## config.mk

```make
export PLATFORM = sky130hd
export DESIGN_NAME = greedy_word_wrap_measure_flat
export DESIGN_NICKNAME = d
export VERILOG_FILES = /design/src/rtl/gwwm_pkg.sv /design/src/rtl/gwwm_chan_if.sv /design/src/rtl/greedy_word_wrap_measure.sv /design/src/flat_wrapper.sv
export SDC_FILE = /design/constraint.sdc
export NUM_CORES = 2
export LEC_CHECK = 0
export BUFFER_PORTS_ARGS = -buffer_cell sky130_fd_sc_hd__buf_2
export CORE_ASPECT_RATIO = 2
export CORE_MARGIN = 1.5
export CORE_UTILIZATION = 30
export DETAILED_ROUTE_END_ITERATION = 7
export HOLD_SLACK_MARGIN = 0.08
export PLACE_DENSITY = 0.51
export SLEW_MARGIN = 15
export SYNTH_ARGS = -nofsm -noshare
export SYNTH_HDL_FRONTEND = slang
export SYNTH_SLANG_ARGS = --single-unit
```

## constraint.sdc

```tcl
create_clock -name i_clk -period 9.9 [get_ports i_clk]
set_input_delay 0.495 -clock i_clk [delete_from_list [all_inputs] [get_ports i_clk]]
set_output_delay 0.495 -clock i_clk [all_outputs]
set_load 0.03 [all_outputs]
```

## src/rtl/gwwm_pkg.sv

```systemverilog
// shared types and constants of the greedy word wrap measurement block
package gwwm_pkg;

    // character classes carried in the operation field
    localparam logic [2:0] OP_ORDINARY = 3'd0;
    localparam logic [2:0] OP_SPACE    = 3'd1;
    localparam logic [2:0] OP_NEWLINE  = 3'd2;
    localparam logic [2:0] OP_CR       = 3'd3;
    localparam logic [2:0] OP_END      = 3'd4;

    // configuration register indexes
    localparam int CfgIndexWidth = 2;
    localparam logic [CfgIndexWidth-1:0] CFG_MAX_LINE_WIDTH = 2'd0;
    localparam logic [CfgIndexWidth-1:0] CFG_LINE_HEIGHT    = 2'd1;

    // reset values of the configuration registers
    localparam logic [30:0] MAX_LINE_WIDTH_RESET = 31'h7FFF_FFFF;
    localparam logic [15:0] LINE_HEIGHT_RESET    = 16'd16;

    // line count saturation point
    localparam logic [15:0] COUNT_MAX = 16'hFFFF;

    typedef struct packed {
        logic [2:0]         operation;
        logic [15:0]        advance;
        logic signed [15:0] kerning;
    } t_in_payload;

    typedef struct packed {
        logic [30:0] widest_width;
        logic [15:0] line_total;
        logic [31:0] total_height;
    } t_out_payload;

    typedef struct packed {
        logic [CfgIndexWidth-1:0] index;
        logic [31:0]              data;
    } t_cfg_payload;

endpackage

```

## src/rtl/gwwm_chan_if.sv

```systemverilog
// valid/ready channel interface carrying one payload word
interface gwwm_chan_if #(
    parameter type t_payload = logic
);
    logic     valid;
    logic     ready;
    t_payload payload;

    modport source (output valid, output payload, input ready);
    modport sink (input valid, input payload, output ready);
endinterface

```

## src/rtl/greedy_word_wrap_measure.sv

```systemverilog
// greedy word wrap measurement: per-character line width tracking with wrap
//
//  channel | dir | payload                                  | word accepted when
//  --------+-----+------------------------------------------+---------------------
//  i_in    | in  | operation, advance, kerning              | valid && ready
//  o_out   | out | widest_width, line_total, total_height   | valid && ready
//  i_cfg   | in  | index (0 max_line_width, 1 line_height)  | valid && ready
//
// one character word per cycle; the state registers update at the accept edge
// through one pass of add/compare logic (kerning add, commit add, advance add,
// wrap compare), and an end-of-text word also runs the 16x16 height multiply
// results go into a two-entry output queue, so input keeps flowing while a
// result waits; input stalls only when both entries are full
// end-of-text result appears on o_out the cycle after its word is accepted
// when no earlier result is still waiting in the queue
// i_rst_n is synchronous, active low: clears the line state, the queue and
// restores the register defaults; i_cfg is always ready
module greedy_word_wrap_measure (
    input  logic               i_clk,
    input  logic               i_rst_n,
    gwwm_chan_if.sink          i_in,
    gwwm_chan_if.source        o_out,
    gwwm_chan_if.sink          i_cfg
);

    // configuration registers
    logic [30:0] r_max_width;
    logic [15:0] r_line_height;

    // line state
    logic [31:0] r_committed, n_committed;
    logic [31:0] r_pending,   n_pending;
    logic [31:0] r_space_ws,  n_space_ws;
    logic [31:0] r_widest,    n_widest;
    logic [15:0] r_lines,     n_lines;

    // output queue, entry 0 is the head
    logic                 r_q0_valid, n_q0_valid;
    logic                 r_q1_valid, n_q1_valid;
    gwwm_pkg::t_out_payload r_q0, n_q0;
    gwwm_pkg::t_out_payload r_q1, n_q1;

    logic                 in_ready;
    logic                 in_acc;
    logic                 out_pop;
    logic                 push;
    gwwm_pkg::t_out_payload result;

    // per-character datapath
    logic [31:0] kern_ext;
    logic [31:0] adv_ext;
    logic        line_nz;
    logic        is_space;
    logic        commit;
    logic [31:0] pend_kern;
    logic [31:0] comm_1;
    logic [31:0] pend_2;
    logic [31:0] ws_1;
    logic [31:0] pend_3;
    logic [31:0] ws_2;
    logic [31:0] fit_sum;
    logic        wrap;
    logic [31:0] old_line;
    logic [31:0] carry_pend;
    logic [31:0] line_sum;
    logic [15:0] lines_inc;
    logic [15:0] lines_end;
    logic [31:0] widest_line;
    logic [31:0] widest_old;
    logic [31:0] height;

    assign in_ready    = !r_q1_valid;
    assign i_in.ready  = in_ready;
    assign in_acc      = i_in.valid && in_ready;
    assign i_cfg.ready = 1'b1;

    assign o_out.valid   = r_q0_valid;
    assign o_out.payload = r_q0;
    assign out_pop       = r_q0_valid && o_out.ready;

    always_comb begin
        kern_ext = {{16{i_in.payload.kerning[15]}}, i_in.payload.kerning};
        adv_ext  = {16'd0, i_in.payload.advance};
        line_nz  = (r_committed != 32'd0) || (r_pending != 32'd0);
        is_space = (i_in.payload.operation == gwwm_pkg::OP_SPACE);

        // kerning only once something stands on the line
        pend_kern = line_nz ? (r_pending + kern_ext) : r_pending;
        // a space moves the pending word onto the line
        commit    = is_space && line_nz;
        comm_1    = commit ? (r_committed + pend_kern) : r_committed;
        pend_2    = commit ? 32'd0 : pend_kern;
        ws_1      = commit ? 32'd0 : r_space_ws;
        pend_3    = pend_2 + adv_ext;
        ws_2      = is_space ? (ws_1 + adv_ext) : ws_1;

        // greedy wrap check against the limit, signed compare
        fit_sum   = comm_1 + pend_3;
        wrap      = (comm_1 != 32'd0) && ($signed(fit_sum) > $signed({1'b0, r_max_width}));
        // space: it carries over alone; ordinary: whitespace stays behind
        old_line   = is_space ? comm_1 : (comm_1 + ws_1);
        carry_pend = is_space ? adv_ext : (pend_3 - ws_1);

        line_sum    = r_committed + r_pending;
        lines_inc   = (r_lines != gwwm_pkg::COUNT_MAX) ? (r_lines + 16'd1) : r_lines;
        // empty last line is not counted at end of text
        lines_end   = line_nz ? r_lines : (r_lines - 16'd1);
        widest_line = ($signed(line_sum) > $signed(r_widest)) ? line_sum : r_widest;
        widest_old  = ($signed(old_line) > $signed(r_widest)) ? old_line : r_widest;
        height      = {16'd0, lines_end} * {16'd0, r_line_height};

        result.widest_width = widest_line[30:0];
        result.line_total   = lines_end;
        result.total_height = height;
    end

    // next line state
    always_comb begin
        n_committed = r_committed;
        n_pending   = r_pending;
        n_space_ws  = r_space_ws;
        n_widest    = r_widest;
        n_lines     = r_lines;
        push        = 1'b0;
        if (in_acc) begin
            unique case (i_in.payload.operation)
                gwwm_pkg::OP_ORDINARY, gwwm_pkg::OP_SPACE: begin
                    if (wrap) begin
                        n_committed = 32'd0;
                        n_pending   = carry_pend;
                        n_space_ws  = 32'd0;
                        n_widest    = widest_old;
                        n_lines     = lines_inc;
                    end else begin
                        n_committed = comm_1;
                        n_pending   = pend_3;
                        n_space_ws  = ws_2;
                    end
                end
                gwwm_pkg::OP_NEWLINE: begin
                    n_committed = 32'd0;
                    n_pending   = 32'd0;
                    n_space_ws  = 32'd0;
                    n_widest    = widest_line;
                    n_lines     = lines_inc;
                end
                gwwm_pkg::OP_END: begin
                    push        = 1'b1;
                    n_committed = 32'd0;
                    n_pending   = 32'd0;
                    n_space_ws  = 32'd0;
                    n_widest    = 32'd0;
                    n_lines     = 16'd1;
                end
                default: begin
                    // carriage return and unused codes leave the state alone
                end
            endcase
        end
    end

    // output queue next state
    always_comb begin
        n_q0_valid = r_q0_valid;
        n_q1_valid = r_q1_valid;
        n_q0       = r_q0;
        n_q1       = r_q1;
        if (out_pop) begin
            n_q0_valid = r_q1_valid;
            n_q0       = r_q1;
            n_q1_valid = 1'b0;
        end
        if (push) begin
            if (!n_q0_valid) begin
                n_q0_valid = 1'b1;
                n_q0       = result;
            end else begin
                n_q1_valid = 1'b1;
                n_q1       = result;
            end
        end
    end

    always_ff @(posedge i_clk) begin
        if (!i_rst_n) begin
            r_committed <= 32'd0;
            r_pending   <= 32'd0;
            r_space_ws  <= 32'd0;
            r_widest    <= 32'd0;
            r_lines     <= 16'd1;
            r_q0_valid  <= 1'b0;
            r_q1_valid  <= 1'b0;
        end else begin
            r_committed <= n_committed;
            r_pending   <= n_pending;
            r_space_ws  <= n_space_ws;
            r_widest    <= n_widest;
            r_lines     <= n_lines;
            r_q0_valid  <= n_q0_valid;
            r_q1_valid  <= n_q1_valid;
        end
    end

    // queue payload, no reset needed
    always_ff @(posedge i_clk) begin
        r_q0 <= n_q0;
        r_q1 <= n_q1;
    end

    // configuration writes
    always_ff @(posedge i_clk) begin
        if (!i_rst_n) begin
            r_max_width   <= gwwm_pkg::MAX_LINE_WIDTH_RESET;
            r_line_height <= gwwm_pkg::LINE_HEIGHT_RESET;
        end else if (i_cfg.valid) begin
            unique case (i_cfg.payload.index)
                gwwm_pkg::CFG_MAX_LINE_WIDTH: r_max_width   <= i_cfg.payload.data[30:0];
                gwwm_pkg::CFG_LINE_HEIGHT:    r_line_height <= i_cfg.payload.data[15:0];
                default: begin
                    // writes beyond the register list are dropped
                end
            endcase
        end
    end

endmodule

```

## src/flat_wrapper.sv

```systemverilog
// flat-port wrapper written by rule: the top's interface ports become plain ports
module greedy_word_wrap_measure_flat 
  (i_clk, i_rst_n, i_in_valid, i_in_payload, i_in_ready, o_out_valid, o_out_payload, o_out_ready, i_cfg_valid, i_cfg_payload, i_cfg_ready);
  gwwm_chan_if #(.t_payload(gwwm_pkg::t_in_payload)) i_in_i ();
  gwwm_chan_if #(.t_payload(gwwm_pkg::t_out_payload)) o_out_i ();
  gwwm_chan_if #(.t_payload(gwwm_pkg::t_cfg_payload)) i_cfg_i ();
  input  logic i_clk;
  input  logic i_rst_n;
  input wire logic [$bits(i_in_i.valid)-1:0] i_in_valid;
  input wire logic [$bits(i_in_i.payload)-1:0] i_in_payload;
  output wire logic [$bits(i_in_i.ready)-1:0] i_in_ready;
  output wire logic [$bits(o_out_i.valid)-1:0] o_out_valid;
  output wire logic [$bits(o_out_i.payload)-1:0] o_out_payload;
  input wire logic [$bits(o_out_i.ready)-1:0] o_out_ready;
  input wire logic [$bits(i_cfg_i.valid)-1:0] i_cfg_valid;
  input wire logic [$bits(i_cfg_i.payload)-1:0] i_cfg_payload;
  output wire logic [$bits(i_cfg_i.ready)-1:0] i_cfg_ready;
  assign i_in_i.valid = i_in_valid;
  assign i_in_i.payload = i_in_payload;
  assign i_in_ready = i_in_i.ready;
  assign o_out_valid = o_out_i.valid;
  assign o_out_payload = o_out_i.payload;
  assign o_out_i.ready = o_out_ready;
  assign i_cfg_i.valid = i_cfg_valid;
  assign i_cfg_i.payload = i_cfg_payload;
  assign i_cfg_ready = i_cfg_i.ready;
  greedy_word_wrap_measure u_core (.i_clk(i_clk), .i_rst_n(i_rst_n), .i_in(i_in_i), .o_out(o_out_i), .i_cfg(i_cfg_i));
endmodule
```

Word-level counts from Yosys, hierarchy flattened --
Cells that the tools add are included.
Cells by class: $add $sub $neg 10, multipliers 1, $lt $le $gt $ge 3, equal/unequal tests 8, multiplexer cells 31, reductions and logical operators 22
Operators by type and width (count):
- 32-bit 2-to-1 mux | 13
- 79-bit 2-to-1 mux | 3
- 32-bit case mux with 2 select lines | 3
- 32-bit adder | 5
- 32-bit greater-than comparator | 3
- 32-bit case mux with 3 select lines | 1
- 32-bit nonzero test | 3
- 32-bit by 16-bit adder with 32-bit output | 2
- 16-bit 2-to-1 mux | 3
- 16-bit case mux with 3 select lines | 1
- 16-bit by 16-bit multiplier with 32-bit output | 1
- 32-bit subtractor | 1
- 16-bit by 1-bit adder with 16-bit output (second input constant) | 1
- 16-bit != test (second input constant) | 1
- 16-bit by 1-bit subtractor with 16-bit output (second input constant) | 1
- 2-bit AND reduction | 4
- 1-bit 2-to-1 mux | 7
- 2-bit by 1-bit != test with 1-bit output (second input constant) | 3
- 5-bit AND reduction | 1
- 1-bit logical AND | 4
- 4-bit AND reduction | 1
- 2-bit OR reduction | 2
- 3-bit by 1-bit equality test with 1-bit output (second input constant) | 1
- 3-bit by 2-bit equality test with 1-bit output (second input constant) | 1
- other kinds (9) | 9
Word-level totals: register bits after elaboration 351, output and inout port bits 82, logic and storage cells 91

Longest topological paths before layout --
depth after elaboration 11, depth in mapped cells 54, gate-level depth less buffers 49

Worst setup path after synthesis --
Ideal clock, no wire load.
path type flip-flop to flip-flop, start point register u_core.r_pending[31], end point register u_core.r_space_ws[23], library setup time 0.076 ns, arrival time 9.888 ns, path slack -0.064 ns, stages on the path, launching flop included 52, buffers on the path 9, cell sequence dfxtp_1 > buf_6 > nor4_2 > nand4_1 > or4_4 > o21ai_2 > buf_6 > buf_2 > buf_4 > buf_4 > clkbuf_1 > clkbuf_1 > clkbuf_1 > clkbuf_1 > nand2_1 > inv_1 > ha_1 > a211oi_1 > [... 16 more ...] > a21oi_1 > nor2_1 > a21o_1 > xor2_1 > ha_1 > a21o_1 > a21o_1 > a21oi_1 > nor2b_1 > o21ai_0 > nand2b_1 > a21oi_1 > a32o_1 > nor2_1 > o21ai_1 > nand3_2 > or4_1 > a31oi_1
Between the ends: cells in the longest elaborated chain, start to end 10
RTL lines:
- start, declared | RTL line greedy_word_wrap_measure.sv:32 | logic [31:0] r_pending, n_pending;
- start signal, assigned | RTL line greedy_word_wrap_measure.sv:195 | r_pending <= n_pending;
- parallel branches: the longest is 8 deep, another holds 32-bit adder
- 32-bit 2-to-1 mux (*) | RTL line greedy_word_wrap_measure.sv:128 | if (wrap) begin
- 32-bit case mux with 2 select lines (*) | RTL line greedy_word_wrap_measure.sv:126 | unique case (i_in.payload.operation)
- end signal, assigned | RTL line greedy_word_wrap_measure.sv:196 | r_space_ws <= n_space_ws;
- end, declared | RTL line greedy_word_wrap_measure.sv:33 | logic [31:0] r_space_ws, n_space_ws;
Mark *: on every way between the ends. A chain may end at the register's enable or synchronous reset.

Worst setup path in the final report --
start point register u_core.r_pending[18], end point register u_core.r_widest[31]
Between the ends: cells in the longest elaborated chain, start to end 10
RTL lines:
- parallel branches: the longest is 10 deep, another holds 32-bit adder
- end signal, assigned | RTL line greedy_word_wrap_measure.sv:197 | r_widest <= n_widest;
- end, declared | RTL line greedy_word_wrap_measure.sv:34 | logic [31:0] r_widest, n_widest;
Several ways; the timed one is not identified. The select of a mux whose other input is x is not followed.

==> out/results.ini <==
[placement]
place_congestion = 0.979
place_ws_ps = -900
hpwl_um = 133000
dpl_cell_area_mm2 = 0.0448
port_buffers = 153
numPlacedInstances = 6858

[floorplanning]
initial_core_util_pct = 30.2
dieArea_mm2 = 0.127
die_x_um = 253
io_pins = 156
coreArea_mm2 = 0.124
fp-row-count = 183
die_h_um = 503

[synth]
synth_cell_types = 108
ys_dominant_reg_cell = dfxtp_1
syn-cell-area_mm2 = 0.0375
netlist.area_leader.share_pct = 14.5
syn-instance-count = 4567
yosysSeqAreaShare_pct = 20.8
synth_seq_cells = 351
synth_edf_count = 79
synth.most_common_cell = nand2_1
async_flop_share_pct = 0
synth_top_area_cell = dfxtp_1
ys_warn_count = 0
synthTopCellsByArea = dfxtp_1 (15%), ha_1 (14%), fa_1 (11%)
synth_nets = 5267
synth_common_cells = nand2_1 (603), inv_1 (429), ha_1 (424)
syn_area_per_cell_um2 = 8.22

[finish]
drive_gt1_share_pct = 21.2
seq_area_mm2 = 0.00782
fin_cells = 6973
syn_to_final_growth_pct = 26.1
multi_input_area_mm2 = 0.0280
fillers = 13000
design_area_mm2 = 0.0473
final_nets = 5975

[min_path]
hold_path_depth = 3
hold_path_class = in2reg
hp-start = i_cfg_payload[21]
whs_endpoint = u_core.r_max_width[21]$_SDFFE_PN1P_

[detailed_routing]
drt_first_iter_violations = 1849
drc = 0
vias_per_cell = 5.22
final_antenna_net_count = 0
route.detailed.wl_per_inst_um = 23.2
num_vias = 36400
routed_wl_um = 162000
drtPass1Iterations = 5

[timing]
fin_ws_ps = 35.2
rsz0062_at_grt = true
worst_slew_pin_slew_ps = 1130
slew_headroom_pct = 24.8
drv_slew = 0
final_hold_viol_count = 0
finalClockSkew_ps = 38.5
timing.setup.tns_ps = 0
fin_crit_ps = 9860
period_share_pct = 99.6
timing.fmax_mhz = 101
setup_viol = 0

[global_route]
grtUsageTotal_pct = 25.1
grt_pass1_wl_um = 234000
antenna_found_initial = 10
grt_max_degree = 65
grt-ovfl-total = 0
grt_pass1_vias = 37500

[clock_network]
cts_made_buffers = 39
cts_tree = built
cts_sinks = 351
insertion_delay_ps = 640
htreeDepth = 2
clk_path_buf_depth = 3
clkSlewWorstSetupHoldPaths_ps = 80
clockRootBuffer = clkbuf_16

[worst_setup_path]
crit_path_end_kind = register
arrival_ps = 10370
crit_fanout = 5
timing.rr.end = u_core.r_widest[31]$_SDFFE_PN0P_
cp_common_cell = a21o_1
required_ps = 10410
crit_path_top_delay_cell = nor4_4
slowest_delay_ps = 730
path_class = reg2reg
r2r_start = u_core.r_pending[18]$_SDFFE_PN0P_
rrSetupSlack_ps = 40
rr_worst_depth = 46
critPathLaunch = u_core.r_pending[18]$_SDFFE_PN0P_
start_kind = register

[run]
maxCapViolCount = 0

[outcome]
status = finished clean

sequential cells by signal, indices dropped and copies added, names as in the netlist:
name,count
u_core.r_max_width,31
u_core.r_q1,79
u_core.r_line_height,16
u_core.r_lines,16
u_core.o_out.payload,79
u_core.r_widest,32
u_core.r_committed,32
u_core.o_out.valid,1
u_core.r_space_ws,32
u_core.r_q1_valid,1
u_core.r_pending,32
repair_timing:
item                                    in CTS  in global routing
gates cloned                                 1                  4
pin swaps                                   29                104
endpoints found under the hold margin        4                  0
hold buffers                                 4                  0
resized for setup                           42                156
buffers inserted                            20                 13
endpoints found under the setup margin     148                155
final cells by class:
class / instances / area share, %
clock buffer: 49 / 2.23
multi-input combinational: 3593 / 59.2
sequential: 351 / 16.5
clock inverter: 21 / 0.418
tap: 1665 / 4.40
inverter: 430 / 3.42
timing repair buffer: 860 / 13.8
antenna: 4 / 0.0211
worst max path at each step:
stage,endpoint,slack [ps],depth (start not counted)
2_1_floorplan,u_core.r_space_ws[23]$_SDFFE_PN0P_,30,51
3_3_place_gp,u_core.r_space_ws[2]$_SDFFE_PN0P_,-1290,48
3_5_place_dp,u_core.r_lines[15]$_SDFFE_PN0P_,-900,46
4_1_cts,u_core.r_committed[30]$_SDFFE_PN0P_,30,51
5_1_grt,u_core.r_lines[12]$_SDFFE_PN0P_,-240,48
6_report,u_core.r_widest[31]$_SDFFE_PN0P_,40,46
metal layers:
| layer | global-route usage, % | vias up | routed length [um] |
|---|---|---|---|
| met1 | 20.9 | 17500 | 49400 |
| met3 | 3.77 | 545 | 6580 |
| li1 | - | 17400 | - |
| met5 | 0 | - | 79 |
| met4 | 25.2 | 12 | 20300 |
| met2 | 48.5 | 973 | 85500 |
kinds of logic (layout without fill, tap and decap cells):
kind of cell	after synthesis	after routing	share of synthesized area (%)
adders and majority gates	626	626	24.9
buffers and inverters	623	1360	6.52
other	1	5	0.00999
DFF	351	351	20.8
and+or+nand+nor	1487	1487	19.2
AOI/OAI and AO/OA	1097	1097	19.1
muxes	142	142	3.84
xor gates and xnor gates	240	240	5.62
cells in the final DEF (no fill, tap or decap), types with 76 or more instances in the layout:
| cell type | synthesis | final |
|---|---|---|
| buf_4 | 8 | 657 |
| nand2_1 | 603 | 593 |
| inv_1 | 429 | 426 |
| ha_1 | 424 | 420 |
| a21oi_1 | 309 | 289 |
| dfxtp_1 | 272 | 269 |
| nor2_1 | 253 | 243 |
| o21ai_0 | 224 | 201 |
| fa_1 | 202 | 200 |
| buf_2 | 18 | 152 |
| xnor2_1 | 152 | 148 |
| and2_1 | 139 | 137 |
| mux2i_1 | 136 | 132 |
| a21o_1 | 109 | 108 |
| xor2_1 | 87 | 85 |
| edfxtp_1 | 79 | 79 |
| nor3_1 | 79 | 76 |
worst max-delay path, delay by kind of cell, from the launching register on:
| family | cells | cell delay [ps] |
|---|---|---|
| XOR/XNOR | 2 | 280 |
| AND/OR/NAND/NOR | 17 | 3440 |
| flip-flops | 1 | 340 |
| buffers and inverters | 4 | 580 |
| AO/OA/AOI/OAI | 19 | 4090 |
| adder cells (fa/ha/maj) | 4 | 950 |
stage by stage:
stage | util (%) | hold slack (ps)
floorplan | - | 434
global route | 38.1 | 95.0
global placement | 36.1 | 445
detailed placement | 36.1 | 448
CTS | 37.5 | 81.2
finish | 38.1 | 102
Power is not shown: default switching activity piles up to over one toggle a cycle in this logic, so the estimate is an artifact.
